==> src/rtl/incubator_climate_controller_defines.svh <==
// ----------------------------------------------------------------------------
// Incubator climate controller assertion macros
// Shared concurrent assertion forms used by the controller RTL.
// ----------------------------------------------------------------------------
`ifndef INCUBATOR_CLIMATE_CONTROLLER_DEFINES_SVH
`define INCUBATOR_CLIMATE_CONTROLLER_DEFINES_SVH

// same-cycle implication
`define ICC_ASSERT_IMPL(label, clk, rst, ante, cons) \
   label: assert property (@(posedge clk) disable iff (rst) (ante) |-> (cons)) \
      else $error("icc assertion failed");

// next-cycle implication
`define ICC_ASSERT_NEXT(label, clk, rst, ante, cons) \
   label: assert property (@(posedge clk) disable iff (rst) (ante) |=> (cons)) \
      else $error("icc assertion failed");

`endif

==> src/rtl/icc_pkg.sv <==
// ----------------------------------------------------------------------------
// icc_pkg
// Types, register indexes and reset values of the incubator climate controller.
// ----------------------------------------------------------------------------
package icc_pkg;

   localparam int CSR_INDEX_W = 3;
   localparam int CSR_DATA_W  = 8;

   typedef enum logic [CSR_INDEX_W-1:0] {
      CSR_SP_MIN      = 3'd0,
      CSR_SP_MAX      = 3'd1,
      CSR_OX_OPEN     = 3'd2,
      CSR_OX_CLOSE    = 3'd3,
      CSR_MARGIN      = 3'd4,
      CSR_HUM_LOW     = 3'd5,
      CSR_HUM_OK_LOW  = 3'd6,
      CSR_HUM_OK_HIGH = 3'd7
   } csr_index_type;

   localparam logic [5:0] SP_MIN_RST      = 6'd20;
   localparam logic [5:0] SP_MAX_RST      = 6'd35;
   localparam logic [7:0] OX_OPEN_RST     = 8'd64;
   localparam logic [7:0] OX_CLOSE_RST    = 8'd75;
   localparam logic [3:0] MARGIN_RST      = 4'd3;
   localparam logic [7:0] HUM_LOW_RST     = 8'd45;
   localparam logic [7:0] HUM_OK_LOW_RST  = 8'd55;
   localparam logic [7:0] HUM_OK_HIGH_RST = 8'd60;
   localparam logic [5:0] SETPOINT_RST    = 6'd25;

   typedef struct packed {
      logic [5:0] sp_min;
      logic [5:0] sp_max;
      logic [7:0] ox_open;
      logic [7:0] ox_close;
      logic [3:0] margin;
      logic [7:0] hum_low;
      logic [7:0] hum_ok_low;
      logic [7:0] hum_ok_high;
   } cfg_type;

   typedef struct packed {
      logic       sensor_ok;
      logic [7:0] humidity_high;
      logic [7:0] humidity_low;
      logic [7:0] temperature_high;
      logic [7:0] temperature_low;
      logic [7:0] checksum_byte;
      logic [7:0] oxygen_level;
      logic       adjust_mode;
      logic       raise_pressed;
      logic       lower_pressed;
   } req_type;

   typedef struct packed {
      logic       valve_on;
      logic       heater_on;
      logic       humidifier_on;
      logic       cooler_on;
      logic [5:0] setpoint_now;
      logic [7:0] humidity_now;
      logic [7:0] temperature_now;
      logic       reading_bad;
   } rsp_type;

endpackage

==> src/rtl/icc_if.sv <==
// ----------------------------------------------------------------------------
// icc_if
// Valid/ready channels carrying controller request and result items.
// ----------------------------------------------------------------------------
interface icc_req_if;
   logic       valid;
   logic       ready;
   logic       sensor_ok;
   logic [7:0] humidity_high;
   logic [7:0] humidity_low;
   logic [7:0] temperature_high;
   logic [7:0] temperature_low;
   logic [7:0] checksum_byte;
   logic [7:0] oxygen_level;
   logic       adjust_mode;
   logic       raise_pressed;
   logic       lower_pressed;

   modport source (
      output valid, sensor_ok, humidity_high, humidity_low, temperature_high,
             temperature_low, checksum_byte, oxygen_level, adjust_mode,
             raise_pressed, lower_pressed,
      input  ready
   );

   modport sink (
      input  valid, sensor_ok, humidity_high, humidity_low, temperature_high,
             temperature_low, checksum_byte, oxygen_level, adjust_mode,
             raise_pressed, lower_pressed,
      output ready
   );
endinterface

interface icc_rsp_if;
   logic       valid;
   logic       ready;
   logic       valve_on;
   logic       heater_on;
   logic       humidifier_on;
   logic       cooler_on;
   logic [5:0] setpoint_now;
   logic [7:0] humidity_now;
   logic [7:0] temperature_now;
   logic       reading_bad;

   modport source (
      output valid, valve_on, heater_on, humidifier_on, cooler_on, setpoint_now,
             humidity_now, temperature_now, reading_bad,
      input  ready
   );

   modport sink (
      input  valid, valve_on, heater_on, humidifier_on, cooler_on, setpoint_now,
             humidity_now, temperature_now, reading_bad,
      output ready
   );
endinterface

==> src/rtl/icc_csr.sv <==
// ----------------------------------------------------------------------------
// icc_csr
// Configuration register file: thresholds and setpoint limits.
// ----------------------------------------------------------------------------
module icc_csr (
   input  logic                               clock,
   input  logic                               reset,
   input  logic                               csr_wr_en,
   input  logic [icc_pkg::CSR_INDEX_W-1:0]    csr_index,
   input  logic [icc_pkg::CSR_DATA_W-1:0]     csr_data,
   output icc_pkg::cfg_type                   cfg
);

   icc_pkg::cfg_type cfg_ff;
   icc_pkg::cfg_type cfg_in;

   always_comb begin
      cfg_in = cfg_ff;
      if (csr_wr_en) begin
         case (icc_pkg::csr_index_type'(csr_index))
            icc_pkg::CSR_SP_MIN:      cfg_in.sp_min      = csr_data[5:0];
            icc_pkg::CSR_SP_MAX:      cfg_in.sp_max      = csr_data[5:0];
            icc_pkg::CSR_OX_OPEN:     cfg_in.ox_open     = csr_data;
            icc_pkg::CSR_OX_CLOSE:    cfg_in.ox_close    = csr_data;
            icc_pkg::CSR_MARGIN:      cfg_in.margin      = csr_data[3:0];
            icc_pkg::CSR_HUM_LOW:     cfg_in.hum_low     = csr_data;
            icc_pkg::CSR_HUM_OK_LOW:  cfg_in.hum_ok_low  = csr_data;
            icc_pkg::CSR_HUM_OK_HIGH: cfg_in.hum_ok_high = csr_data;
            default:                  cfg_in = cfg_ff;
         endcase
      end
   end

   always_ff @(posedge clock) begin
      if (reset) begin
         cfg_ff.sp_min      <= icc_pkg::SP_MIN_RST;
         cfg_ff.sp_max      <= icc_pkg::SP_MAX_RST;
         cfg_ff.ox_open     <= icc_pkg::OX_OPEN_RST;
         cfg_ff.ox_close    <= icc_pkg::OX_CLOSE_RST;
         cfg_ff.margin      <= icc_pkg::MARGIN_RST;
         cfg_ff.hum_low     <= icc_pkg::HUM_LOW_RST;
         cfg_ff.hum_ok_low  <= icc_pkg::HUM_OK_LOW_RST;
         cfg_ff.hum_ok_high <= icc_pkg::HUM_OK_HIGH_RST;
      end else begin
         cfg_ff <= cfg_in;
      end
   end

   assign cfg = cfg_ff;

endmodule

==> src/rtl/icc_core.sv <==
// ----------------------------------------------------------------------------
// icc_core
// Controller state and one-pass update: reading check, setpoint buttons and
// hysteresis rules for valve, heater, humidifier and cooler.
// ----------------------------------------------------------------------------
module icc_core (
   input  logic              clock,
   input  logic              reset,
   input  logic              step,
   input  icc_pkg::cfg_type  cfg,
   input  icc_pkg::req_type  req,
   output icc_pkg::rsp_type  rsp
);

   logic [7:0] hum_ff, hum_in;
   logic [7:0] temp_ff, temp_in;
   logic [5:0] sp_ff, sp_in;
   logic       valve_ff, valve_in;
   logic       heater_ff, heater_in;
   logic       by_temp_ff, by_temp_in;
   logic       humid_ff, humid_in;
   logic       cooler_ff, cooler_in;

   logic [7:0] sum8;
   logic       ck_ok;
   logic       bad;
   logic [5:0] sp_up;
   logic [8:0] t_plus_m;
   logic [6:0] sp_plus_m;
   logic       t_eq_sp;

   always_comb begin
      sum8  = req.humidity_high + req.humidity_low + req.temperature_high
            + req.temperature_low;
      ck_ok = (sum8 == req.checksum_byte);
      bad   = req.sensor_ok && !ck_ok;

      hum_in  = hum_ff;
      temp_in = temp_ff;
      if (req.sensor_ok && ck_ok) begin
         hum_in  = req.humidity_high;
         temp_in = req.temperature_high;
      end

      sp_up = sp_ff;
      if (req.adjust_mode && req.raise_pressed && (sp_ff < cfg.sp_max)) begin
         sp_up = sp_ff + 6'd1;
      end
      sp_in = sp_up;
      if (req.adjust_mode && req.lower_pressed && (sp_up > cfg.sp_min)) begin
         sp_in = sp_up - 6'd1;
      end

      valve_in = valve_ff;
      if (req.oxygen_level <= cfg.ox_open) begin
         valve_in = 1'b1;
      end else if (req.oxygen_level >= cfg.ox_close) begin
         valve_in = 1'b0;
      end

      t_plus_m  = {1'b0, temp_in} + {5'd0, cfg.margin};
      sp_plus_m = {1'b0, sp_in} + {3'd0, cfg.margin};
      t_eq_sp   = (temp_in == {2'd0, sp_in});

      heater_in  = heater_ff;
      by_temp_in = by_temp_ff;
      if (t_plus_m <= {3'd0, sp_in}) begin
         heater_in  = 1'b1;
         by_temp_in = 1'b1;
      end else if (t_eq_sp) begin
         heater_in  = 1'b0;
         by_temp_in = 1'b0;
      end

      humid_in = humid_ff;
      if (hum_in < cfg.hum_low) begin
         humid_in = 1'b1;
      end else if ((hum_in >= cfg.hum_ok_low) && (hum_in <= cfg.hum_ok_high)) begin
         humid_in = 1'b0;
         if (!by_temp_in) begin
            heater_in = 1'b0;
         end
      end else if (hum_in > cfg.hum_ok_high) begin
         heater_in = 1'b1;
      end

      cooler_in = cooler_ff;
      if ({1'b0, temp_in} >= {2'd0, sp_plus_m}) begin
         cooler_in = 1'b1;
      end else if (t_eq_sp) begin
         cooler_in = 1'b0;
      end

      rsp.valve_on        = valve_in;
      rsp.heater_on       = heater_in;
      rsp.humidifier_on   = humid_in;
      rsp.cooler_on       = cooler_in;
      rsp.setpoint_now    = sp_in;
      rsp.humidity_now    = hum_in;
      rsp.temperature_now = temp_in;
      rsp.reading_bad     = bad;
   end

   always_ff @(posedge clock) begin
      if (reset) begin
         hum_ff     <= 8'd0;
         temp_ff    <= 8'd0;
         sp_ff      <= icc_pkg::SETPOINT_RST;
         valve_ff   <= 1'b0;
         heater_ff  <= 1'b0;
         by_temp_ff <= 1'b0;
         humid_ff   <= 1'b0;
         cooler_ff  <= 1'b0;
      end else if (step) begin
         hum_ff     <= hum_in;
         temp_ff    <= temp_in;
         sp_ff      <= sp_in;
         valve_ff   <= valve_in;
         heater_ff  <= heater_in;
         by_temp_ff <= by_temp_in;
         humid_ff   <= humid_in;
         cooler_ff  <= cooler_in;
      end
   end

endmodule

==> src/rtl/incubator_climate_controller.sv <==
// ----------------------------------------------------------------------------
// incubator_climate_controller
// Incubator climate control loop: one request item per control cycle, one
// result item with actuator drives, setpoint and last good readings.
// ----------------------------------------------------------------------------
// Each request item is one control cycle and yields exactly one result item.
// The block accepts one item per clock while results are taken; a result is
// formed from its item in the input register, then held in the result register
// until taken. A stalled result holds the input register and drops req ready.
// The controller state in icc_core is committed as an item moves from the
// input register to the result register. Thresholds are written through the
// csr_ port and take effect for items that reach the update after the write;
// write them only while the block is idle.
`include "incubator_climate_controller_defines.svh"

module incubator_climate_controller (
   input  logic                             clock,
   input  logic                             reset,
   icc_req_if.sink                          req_ch,
   icc_rsp_if.source                        rsp_ch,
   input  logic                             csr_wr_en,
   input  logic [icc_pkg::CSR_INDEX_W-1:0]  csr_index,
   input  logic [icc_pkg::CSR_DATA_W-1:0]   csr_data
);

   icc_pkg::cfg_type cfg;
   icc_pkg::req_type req_bus;
   icc_pkg::req_type in_data_ff, in_data_in;
   icc_pkg::rsp_type out_data_ff, out_data_in;
   icc_pkg::rsp_type core_rsp;
   logic             in_valid_ff, in_valid_in;
   logic             out_valid_ff, out_valid_in;
   logic             req_take;
   logic             advance;

   assign req_bus.sensor_ok        = req_ch.sensor_ok;
   assign req_bus.humidity_high    = req_ch.humidity_high;
   assign req_bus.humidity_low     = req_ch.humidity_low;
   assign req_bus.temperature_high = req_ch.temperature_high;
   assign req_bus.temperature_low  = req_ch.temperature_low;
   assign req_bus.checksum_byte    = req_ch.checksum_byte;
   assign req_bus.oxygen_level     = req_ch.oxygen_level;
   assign req_bus.adjust_mode      = req_ch.adjust_mode;
   assign req_bus.raise_pressed    = req_ch.raise_pressed;
   assign req_bus.lower_pressed    = req_ch.lower_pressed;

   assign advance      = in_valid_ff && (!out_valid_ff || rsp_ch.ready);
   assign req_ch.ready = !in_valid_ff || advance;
   assign req_take     = req_ch.valid && req_ch.ready;

   icc_csr u_csr (
      .clock     (clock),
      .reset     (reset),
      .csr_wr_en (csr_wr_en),
      .csr_index (csr_index),
      .csr_data  (csr_data),
      .cfg       (cfg)
   );

   icc_core u_core (
      .clock (clock),
      .reset (reset),
      .step  (advance),
      .cfg   (cfg),
      .req   (in_data_ff),
      .rsp   (core_rsp)
   );

   always_comb begin
      in_valid_in = in_valid_ff;
      in_data_in  = in_data_ff;
      if (req_take) begin
         in_valid_in = 1'b1;
         in_data_in  = req_bus;
      end else if (advance) begin
         in_valid_in = 1'b0;
      end

      out_valid_in = out_valid_ff;
      out_data_in  = out_data_ff;
      if (advance) begin
         out_valid_in = 1'b1;
         out_data_in  = core_rsp;
      end else if (rsp_ch.ready) begin
         out_valid_in = 1'b0;
      end
   end

   always_ff @(posedge clock) begin
      if (reset) begin
         in_valid_ff  <= 1'b0;
         out_valid_ff <= 1'b0;
      end else begin
         in_valid_ff  <= in_valid_in;
         out_valid_ff <= out_valid_in;
      end
      in_data_ff  <= in_data_in;
      out_data_ff <= out_data_in;
   end

   assign rsp_ch.valid           = out_valid_ff;
   assign rsp_ch.valve_on        = out_data_ff.valve_on;
   assign rsp_ch.heater_on       = out_data_ff.heater_on;
   assign rsp_ch.humidifier_on   = out_data_ff.humidifier_on;
   assign rsp_ch.cooler_on       = out_data_ff.cooler_on;
   assign rsp_ch.setpoint_now    = out_data_ff.setpoint_now;
   assign rsp_ch.humidity_now    = out_data_ff.humidity_now;
   assign rsp_ch.temperature_now = out_data_ff.temperature_now;
   assign rsp_ch.reading_bad     = out_data_ff.reading_bad;

   `ICC_ASSERT_NEXT(a_take_fills_input, clock, reset, req_take, in_valid_ff)
   `ICC_ASSERT_NEXT(a_advance_fills_output, clock, reset, advance, out_valid_ff)
   `ICC_ASSERT_NEXT(a_input_holds, clock, reset, in_valid_ff && !advance, in_valid_ff && $stable(in_data_ff))
   `ICC_ASSERT_IMPL(a_advance_has_room, clock, reset, advance, !out_valid_ff || rsp_ch.ready)

endmodule
==> src/flat_wrapper.sv <==
// flat-port wrapper written by rule: the top's interface ports become plain ports
module incubator_climate_controller_flat 
  (clock, reset, csr_wr_en, csr_index, csr_data, req_ch_valid, req_ch_sensor_ok, req_ch_humidity_high, req_ch_humidity_low, req_ch_temperature_high, req_ch_temperature_low, req_ch_checksum_byte, req_ch_oxygen_level, req_ch_adjust_mode, req_ch_raise_pressed, req_ch_lower_pressed, req_ch_ready, rsp_ch_valid, rsp_ch_valve_on, rsp_ch_heater_on, rsp_ch_humidifier_on, rsp_ch_cooler_on, rsp_ch_setpoint_now, rsp_ch_humidity_now, rsp_ch_temperature_now, rsp_ch_reading_bad, rsp_ch_ready);
  icc_req_if req_ch_i ();
  icc_rsp_if rsp_ch_i ();
  input  logic clock;
  input  logic reset;
  input  logic csr_wr_en;
  input  logic [icc_pkg::CSR_INDEX_W-1:0] csr_index;
  input  logic [icc_pkg::CSR_DATA_W-1:0] csr_data;
  input wire logic [$bits(req_ch_i.valid)-1:0] req_ch_valid;
  input wire logic [$bits(req_ch_i.sensor_ok)-1:0] req_ch_sensor_ok;
  input wire logic [$bits(req_ch_i.humidity_high)-1:0] req_ch_humidity_high;
  input wire logic [$bits(req_ch_i.humidity_low)-1:0] req_ch_humidity_low;
  input wire logic [$bits(req_ch_i.temperature_high)-1:0] req_ch_temperature_high;
  input wire logic [$bits(req_ch_i.temperature_low)-1:0] req_ch_temperature_low;
  input wire logic [$bits(req_ch_i.checksum_byte)-1:0] req_ch_checksum_byte;
  input wire logic [$bits(req_ch_i.oxygen_level)-1:0] req_ch_oxygen_level;
  input wire logic [$bits(req_ch_i.adjust_mode)-1:0] req_ch_adjust_mode;
  input wire logic [$bits(req_ch_i.raise_pressed)-1:0] req_ch_raise_pressed;
  input wire logic [$bits(req_ch_i.lower_pressed)-1:0] req_ch_lower_pressed;
  output wire logic [$bits(req_ch_i.ready)-1:0] req_ch_ready;
  output wire logic [$bits(rsp_ch_i.valid)-1:0] rsp_ch_valid;
  output wire logic [$bits(rsp_ch_i.valve_on)-1:0] rsp_ch_valve_on;
  output wire logic [$bits(rsp_ch_i.heater_on)-1:0] rsp_ch_heater_on;
  output wire logic [$bits(rsp_ch_i.humidifier_on)-1:0] rsp_ch_humidifier_on;
  output wire logic [$bits(rsp_ch_i.cooler_on)-1:0] rsp_ch_cooler_on;
  output wire logic [$bits(rsp_ch_i.setpoint_now)-1:0] rsp_ch_setpoint_now;
  output wire logic [$bits(rsp_ch_i.humidity_now)-1:0] rsp_ch_humidity_now;
  output wire logic [$bits(rsp_ch_i.temperature_now)-1:0] rsp_ch_temperature_now;
  output wire logic [$bits(rsp_ch_i.reading_bad)-1:0] rsp_ch_reading_bad;
  input wire logic [$bits(rsp_ch_i.ready)-1:0] rsp_ch_ready;
  assign req_ch_i.valid = req_ch_valid;
  assign req_ch_i.sensor_ok = req_ch_sensor_ok;
  assign req_ch_i.humidity_high = req_ch_humidity_high;
  assign req_ch_i.humidity_low = req_ch_humidity_low;
  assign req_ch_i.temperature_high = req_ch_temperature_high;
  assign req_ch_i.temperature_low = req_ch_temperature_low;
  assign req_ch_i.checksum_byte = req_ch_checksum_byte;
  assign req_ch_i.oxygen_level = req_ch_oxygen_level;
  assign req_ch_i.adjust_mode = req_ch_adjust_mode;
  assign req_ch_i.raise_pressed = req_ch_raise_pressed;
  assign req_ch_i.lower_pressed = req_ch_lower_pressed;
  assign req_ch_ready = req_ch_i.ready;
  assign rsp_ch_valid = rsp_ch_i.valid;
  assign rsp_ch_valve_on = rsp_ch_i.valve_on;
  assign rsp_ch_heater_on = rsp_ch_i.heater_on;
  assign rsp_ch_humidifier_on = rsp_ch_i.humidifier_on;
  assign rsp_ch_cooler_on = rsp_ch_i.cooler_on;
  assign rsp_ch_setpoint_now = rsp_ch_i.setpoint_now;
  assign rsp_ch_humidity_now = rsp_ch_i.humidity_now;
  assign rsp_ch_temperature_now = rsp_ch_i.temperature_now;
  assign rsp_ch_reading_bad = rsp_ch_i.reading_bad;
  assign rsp_ch_i.ready = rsp_ch_ready;
  incubator_climate_controller u_core (.clock(clock), .reset(reset), .req_ch(req_ch_i), .rsp_ch(rsp_ch_i), .csr_wr_en(csr_wr_en), .csr_index(csr_index), .csr_data(csr_data));
endmodule
==> config.mk <==
export PLATFORM = sky130hd
export DESIGN_NAME = incubator_climate_controller_flat
export DESIGN_NICKNAME = d
export VERILOG_FILES = /design/src/rtl/icc_pkg.sv /design/src/rtl/icc_if.sv /design/src/rtl/icc_csr.sv /design/src/rtl/icc_core.sv /design/src/rtl/incubator_climate_controller.sv /design/src/flat_wrapper.sv
export VERILOG_INCLUDE_DIRS = /design/src /design/src/rtl
export SDC_FILE = /design/constraint.sdc
export NUM_CORES = 1
export LEC_CHECK = 0
export BUFFER_PORTS_ARGS = -buffer_cell sky130_fd_sc_hd__buf_4
export CAP_MARGIN = 20
export CORE_ASPECT_RATIO = 1.1
export CORE_MARGIN = 1.5
export CORE_UTILIZATION = 54
export DETAILED_ROUTE_END_ITERATION = 10
export PLACE_DENSITY_LB_ADDON = 0.25
export SLEW_MARGIN = 20
export SYNTH_ARGS = -nofsm -noshare
export SYNTH_HDL_FRONTEND = slang
export SYNTH_SLANG_ARGS = --single-unit
==> constraint.sdc <==
create_clock -name clock -period 17.8 [get_ports clock]
set_input_delay 0 -clock clock [delete_from_list [all_inputs] [get_ports clock]]
set_output_delay 0 -clock clock [all_outputs]
set_load 0.1 [all_outputs]
==> results.toml, run 1 <==
[synth]
ys_async_sr_fraction_pct = 0
synth_fa_ha_area_share_pct = 15.39
syn_avg_cell_area_sq_um = 10.54
synth-compound-area-share_pct = 10.84
ys_warn_count = 0
synthFlopType = "dfxtp_1"
yosys_register_bits = 164
synthDistinctLibCells = 58
synth_xor_area_share_pct = 4.590
syn_area_sq_um = 8587
synth_mux_area_share_pct = 5.071
synthCells = 815
synth_nets = 979
synth-edff-count = 79
yosysSeqAreaShare_pct = 47.44
synth_simple_gate_area_share_pct = 11.58
synth_top_family_by_area = "adder cells"

[floorplan]
die-area_sq_um = 16670
io_pins = 97
chipWidth_um = 123.2
die_y_um = 135.3
core_sq_um = 15620
start_util_pct = 54.99
rows = 48

[power_and_ir_drop]
switchingPower_mw = 0.2818
p_leak_nw = 4.714
p_seq_share_pct = 40.7
combinationalPowerShare_pct = 19.7
ir_drop_mv = 0.07699
powerDensity_nw_per_um2 = 97.12
sw_frac_of_total_pct = 26.94
power.internal_mw = 0.7642
clock_power_share_pct = 39.5

[timing]
final.setup.tns_ns = 0
hold_violations = 0
slew_viol_final = 0
worst_pin_slew_ns = 1.064
rsz0062_at_grt = "false"
fmax_mhz = 152.6
period_share_pct = 36.83
setup_viol = 0
max_slew_margin_pct = 28.83
fin_skew_ns = 0.008971
period_minus_slack_ns = 6.555

[place]
dp_hpwl_um = 12810
io_buffers = 96
placed_cell_area_sq_um = 9472
place.gp.congestion = 0.8602

[setup_path]
crit_arrival_ns = 6.81
start_kind = "flop"
ff2ff_path_depth = 24
crit_type = "reg -> reg"
r2r_slack_ns = 11.25
required_ns = 18.06
crit_start = "u_core.in_data_ff[20]$_DFFE_PP_"
worst-path-max-fanout = 21
reg2reg_to = "u_core.rsp_ch.heater_on$_DFFE_PP_"
crit_end = "u_core.rsp_ch.heater_on$_DFFE_PP_"
timing.rr.start = "u_core.in_data_ff[20]$_DFFE_PP_"
cp-end-kind = "flop"

[grt]
antenna_found_initial = 0
grt_pass1_wl_um = 31170
grt_remaining_overflow = 0
grt_max_degree = 59
gr-usage-all-layers_pct = 24.65
first_global_vias = 6207

[detailed_routing]
ant_nets = 0
via_per_inst = 5.289
drc = 0
wl_um = 19300
vias = 6246
avgRoutedWirePerCell_um = 16.34
drt_iter0_drc = 319
drtPass1Iterations = 6

[cells_and_area]
final_area_sq_um = 10770
nFillCells = 1174
multi_input_area_sq_um = 4083
final_nets = 1132
regArea_sq_um = 4074
syn_to_final_growth_pct = 25.43
drive_above_1_share_pct = 14.88
antennaDiodeCount = 0

[clocking]
clock-sinks = 164
cts_setup_buffers = 0
clockRootBuffer = "clkbuf_16"
path_clk_slew_ns = 0.07
cts_buffers = 17
cts_buffer_depth = 2
cts_max_level = 4
clk_latency_ns = 0.43
cts_tree = "built"

[status]
status = "completed"

[worst_hold_path]
worstHoldPathType = "in -> reg"

[job]
cap_violations = 0
## cell usage in the layout, fill, tap and decap left out, types with 7 or more instances in the layout
cell type / n
a211oi_1: 13
a21o_1: 19
a21oi_1: 42
buf_4: 99
clkbuf_16: 17
dfxtp_1: 85
dlygate4sd3_1: 63
edfxtp_1: 79
fa_1: 16
ha_1: 80
inv_1: 83
mux2i_1: 32
nand2_1: 91
nand2b_1: 11
nand3_1: 14
nor2_1: 58
nor2b_1: 13
nor3_1: 11
o211ai_1: 22
o21a_1: 8
o21ai_0: 11
o21ai_1: 7
xnor2_1: 25
xor2_1: 13
## per-stage QoR
step	std cells	setup slack, ns	power, mW	util [%]	hold WS (ns)
global route	1181	10.68	1.090	68.97	0.05124
CTS	1181	11.30	1.049	68.93	0.04457
detailed placement	1086	11.42	0.6243	60.66	0.1792
global placement	1086	11.50	0.6211	60.66	0.1779
floorplan	815	12.05	0.5762	-	0.09887
finish	1181	11.25	1.046	68.97	0.02319
## final cells by class
type	instances	area share [%]
multi-input combinational	536	37.91
clock inverter	14	2.161
timing repair buffer	162	12.76
inverter	87	3.044
sequential	164	37.83
clock buffer	18	3.985
tap	200	2.323
## Yosys cell counts (2+ instances only)
master    number  area share [%]
nand2_1       91             4.0
dfxtp_1       85              20
inv_1         85             3.7
ha_1          80              12
edfxtp_1      79              28
nor2_1        58             2.5
a21oi_1       42             2.4
mux2i_1       32             3.7
xnor2_1       25             2.5
clkbuf_1      24             1.0
o211ai_1      22             1.9
a21o_1        19             1.7
fa_1          16             3.7
nand3_1       14            0.82
a211oi_1      13             1.1
nor2b_1       13            0.95
xor2_1        13             1.3
nor3_1        12            0.70
nand2b_1      11            0.80
o21ai_0       11            0.64
o21a_1         8            0.70
o21ai_1        7            0.41
nand4_1        6            0.44
mux2_2         5            0.66
a31oi_1        3            0.22
nor3b_1        3            0.26
and3_1         2            0.15
buf_1          2           0.087
mux2_1         2            0.26
nor4_1         2            0.15
o21bai_1       2            0.17
xnor3_1        2            0.52
## worst min-delay path by stage
stage,startpoint,end,slack [ns],cells past startpoint
3_5_place_dp,req_ch_oxygen_level[7],u_core.in_data_ff[10]$_DFFE_PP_,0.18,1
6_report,csr_index[0],u_core.u_csr.cfg[54]$_SDFFE_PP1P_,0.02,3
3_3_place_gp,req_ch_oxygen_level[2],u_core.in_data_ff[5]$_DFFE_PP_,0.18,1
2_1_floorplan,req_ch_lower_pressed,u_core.in_data_ff[0]$_DFFE_PP_,0.1,0
5_1_grt,csr_index[0],u_core.u_csr.cfg[54]$_SDFFE_PP1P_,0.05,3
4_1_cts,csr_index[0],u_core.u_csr.cfg[25]$_SDFFE_PP1P_,0.04,3
## power groups by stage
| stage | Combinational [mW] | Clock, mW | Sequential (mW) |
|---|---|---|---|
| finish | 0.206 | 0.413 | 0.426 |
| global route | 0.229 | 0.433 | 0.428 |
| CTS | 0.205 | 0.418 | 0.426 |
| detailed placement | 0.190 | 0 | 0.434 |
| global placement | 0.187 | 0 | 0.434 |
| floorplan | 0.120 | 0 | 0.456 |
## sequential cells by signal, indices dropped and copies added (netlist names)
name                           flops
u_core.rsp_ch.humidity_now         8
u_core.rsp_ch.setpoint_now         6
u_core.rsp_ch.humidifier_on        1
u_core.rsp_ch.valid                1
u_core.u_csr.cfg                  56
u_core.u_core.humid_ff             1
u_core.rsp_ch.valve_on             1
u_core.u_core.temp_ff              8
u_core.rsp_ch.reading_bad          1
u_core.rsp_ch.temperature_now      8
u_core.u_core.cooler_ff            1
u_core.u_core.by_temp_ff           1
u_core.u_core.sp_ff                6
u_core.in_data_ff                 52
u_core.rsp_ch.heater_on            1
u_core.in_valid_ff                 1
u_core.rsp_ch.cooler_on            1
u_core.u_core.hum_ff               8
u_core.u_core.valve_ff             1
u_core.u_core.heater_ff            1
## critical path, stage by stage (launching register included)
cell	delay (ns)
edfxtp_1	0.39
fa_1	0.54
inv_1	0.05
fa_1	0.49
inv_1	0.05
ha_1	0.23
fa_1	0.46
xnor2_1	0.23
nand4_1	0.22
a2111oi_4	0.39
nand3_4	0.34
mux2i_1	0.45
inv_1	0.19
fa_1	0.46
a21o_1	0.20
a21oi_1	0.30
xor2_1	0.18
ha_1	0.25
o21ai_0	0.08
nand2b_1	0.08
a21oi_1	0.14
o21ai_1	0.11
o32ai_1	0.37
inv_1	0.07
o31ai_1	0.07
## logic make-up after synthesis
logic type | after synthesis
AO/OA/AOI/OAI | 140
XOR/XNOR | 41
adder cells (fa/ha/maj) | 96
buffers and inverters | 115
flip-flops | 164
multiplexers | 41
AND/OR/NAND/NOR | 218
## metal layers
layer	GRT usage [%]	part of all wire, %	vias to the layer above	wire length [um]
li1	-	-	3116	-
met1	31.42	44	2955	8508
met2	42.25	50	153	9636
met3	4.798	4.3	22	833
met4	7.599	1.6	0	316
met5	0	0	-	0
## timing repair
item,4_1_cts,5_1_grt
hold buffers,63,0
resized for setup,0,0
endpoints found under the hold margin,110,0
No activity file was read; power rests on OpenSTA's default activity.
==> inputs of run 2 (changes only) <==
- clock period: 17.8 -> 6.1 ns (I/O delays scaled with it)
==> run 2 against run 1 <==
Cell count increased by 1.7%. Count of clock-buffer cells in the layout grew 3. First-iteration DRC count is 0.63% lower. Sequential power rose to 2.9 times the previous value. Global-route usage up 0.15 points. Register-to-register slack got worse by 11 ns. Via count up 3.5%. Routed wire length is 4.5% higher. Sequential cell count did not move. Critical endpoint is now u_core.u_core.heater_ff$_SDFFE_PP0P_. Largest power group unchanged.
==> results.toml, run 2 (synthesized netlist as in run 1, its figures left out) <==
[status]
status = "completed"

[cells_and_area]
syn_to_final_growth_pct = 27.90
final_nets = 1153
drive_above_1_share_pct = 18.68
nFillCells = 1113
antennaDiodeCount = 0
largest_reg_flops = 56
layout_common_cells = "buf_4 (119), nand2_1 (91), dfxtp_1 (85), inv_1 (81), edfxtp_1 (79)"
final_common_cell = "buf_4"

[floorplan]
die-area_sq_um = 16670
core_sq_um = 15620
die_y_um = 135.3
chipWidth_um = 123.2
start_util_pct = 54.99
rows = 48
io_pins = 97

[timing]
final.setup.tns_ns = 0
worst_pin_slew_ns = 1.034
fmax_mhz = 170.0
fin_skew_ns = 0.008589
slew_viol_final = 0
whs_ns = 0.02722
hold_violations = 0
max_slew_margin_pct = 30.83
period_minus_slack_ns = 5.882
setup_viol = 0
period_share_pct = 96.42

[place]
place.gp.congestion = 0.8396
io_buffers = 96
dp_hpwl_um = 13530

[setup_path]
cp-end-kind = "flop"
crit_type = "reg -> reg"
start_kind = "flop"
worst-path-max-fanout = 5
crit_arrival_ns = 6.20
required_ns = 6.42

[detailed_routing]
drtPass1Iterations = 6
drt_iter0_drc = 317
via_per_inst = 5.385
vias = 6467
avgRoutedWirePerCell_um = 16.78
drc = 0
ant_nets = 0
wl_um = 20160

[grt]
gr-usage-all-layers_pct = 24.80
antenna_found_initial = 0
first_global_vias = 6212
grt_max_degree = 59
grt_pass1_wl_um = 31170
grt_remaining_overflow = 0

[worst_hold_path]
worstHoldPathType = "in -> reg"

[clocking]
clock-sinks = 164
clk_latency_ns = 0.43
cts_tree = "built"
cts_buffer_depth = 2
cts_buffers = 17
cts_max_level = 4
clockRootBuffer = "clkbuf_16"
path_clk_slew_ns = 0.06

[job]
cap_violations = 0

[power_and_ir_drop]
powerDensity_nw_per_um2 = 268.7
p_leak_nw = 4.785
ir_drop_mv = 0.2184
==> run 2: changes by cell type in the layout (fill, tap and decap cells not counted), sizes merged <==
| cell | change |
|---|---|
| buf | +21 |
| bufinv | -3 |
| inv | -1 |
| clkbuf | +3 |
| clkinv | -1 |
| clkinvlp | +1 |
==> run 2: worst max-delay path, stage by stage (launching register included) <==
cell and delay (ns):
edfxtp_1 0.40, fa_1 0.54, inv_1 0.05, fa_1 0.52, inv_1 0.05, ha_2 0.19, fa_2 0.53, xnor2_1 0.11
nand4_1 0.15, a2111oi_4 0.38, nand3_4 0.20, mux2i_4 0.23, inv_2 0.10, ha_1 0.29, a21o_1 0.20, a21oi_4 0.21
inv_1 0.08, a21oi_2 0.18, nor2_1 0.08, xnor2_1 0.17, ha_1 0.34, nand2_1 0.06, nor2_1 0.14, o21ai_2 0.10
o32ai_2 0.25, a31oi_1 0.12, o41ai_1 0.10
==> run 2: cell type report <==
class                      instances  area (sq um)  area share, %
clock inverter                    10         132.6          1.208
inverter                          87         327.8          2.985
sequential                       164          4074          37.09
tap                              200         250.2          2.278
clock buffer                      21         450.4          4.101
multi-input combinational        536          4209          38.32
timing repair buffer             183          1539          14.01
==> run 2: path summary, 6_finish.rpt <==
| check | startpoint | endpoint | slack, ns | cells past startpoint |
|---|---|---|---|---|
| worst max-delay path | u_core.in_data_ff[20]$_DFFE_PP_ | u_core.u_core.heater_ff$_SDFFE_PP0P_ | 0.22 | 26 |
| worst min register to register | u_core.u_csr.cfg[38]$_SDFFE_PP0P_ | u_core.u_csr.cfg[38]$_SDFFE_PP0P_ | 0.45 | 2 |
| worst min-delay path | csr_index[0] | u_core.u_csr.cfg[54]$_SDFFE_PP1P_ | 0.03 | 3 |
| worst max register to register | u_core.in_data_ff[20]$_DFFE_PP_ | u_core.u_core.heater_ff$_SDFFE_PP0P_ | 0.22 | 26 |
==> run 2: timing repair <==
item,CTS,global route
pin swaps,1,10
endpoints found under the setup margin,3,5
hold buffers,63,0
gates resized for setup,5,22
setup buffers,0,5
endpoints found under the hold margin,110,0
==> run 2: where the power goes <==
part | total (mW) | internal [mW] | switching [mW]
logic | 0.632 | 0.269 | 0.363
registers | 1.24 | 1.21 | 0.0314
clock network | 1.07 | 0.649 | 0.425
==> run 2: stage by stage <==
stage                     util [%]  setup slack (ns)  total power [mW]  std cells  cell area (sq um)
after floorplan                  -            0.3518             1.681        815               8587
after global placement       61.38            0.2003             1.822       1101               9584
after detailed placement     61.38          -0.01053             1.837       1101               9584
after CTS                    69.31           0.03338             2.940       1195              10820
after global routing         70.34          -0.06178             3.076       1201              10980
final                        70.34            0.2182             2.951       1201              10980
==> run 2: metal layers <==
layer / GRT usage [%] / share of wire, % / vias to the layer above
met4: 8.238 / 1.8 / 0
li1: - / - / 3170
met5: 0 / 0 / -
met2: 41.39 / 50 / 160
met1: 32.81 / 45 / 3110
met3: 4.167 / 3.5 / 27
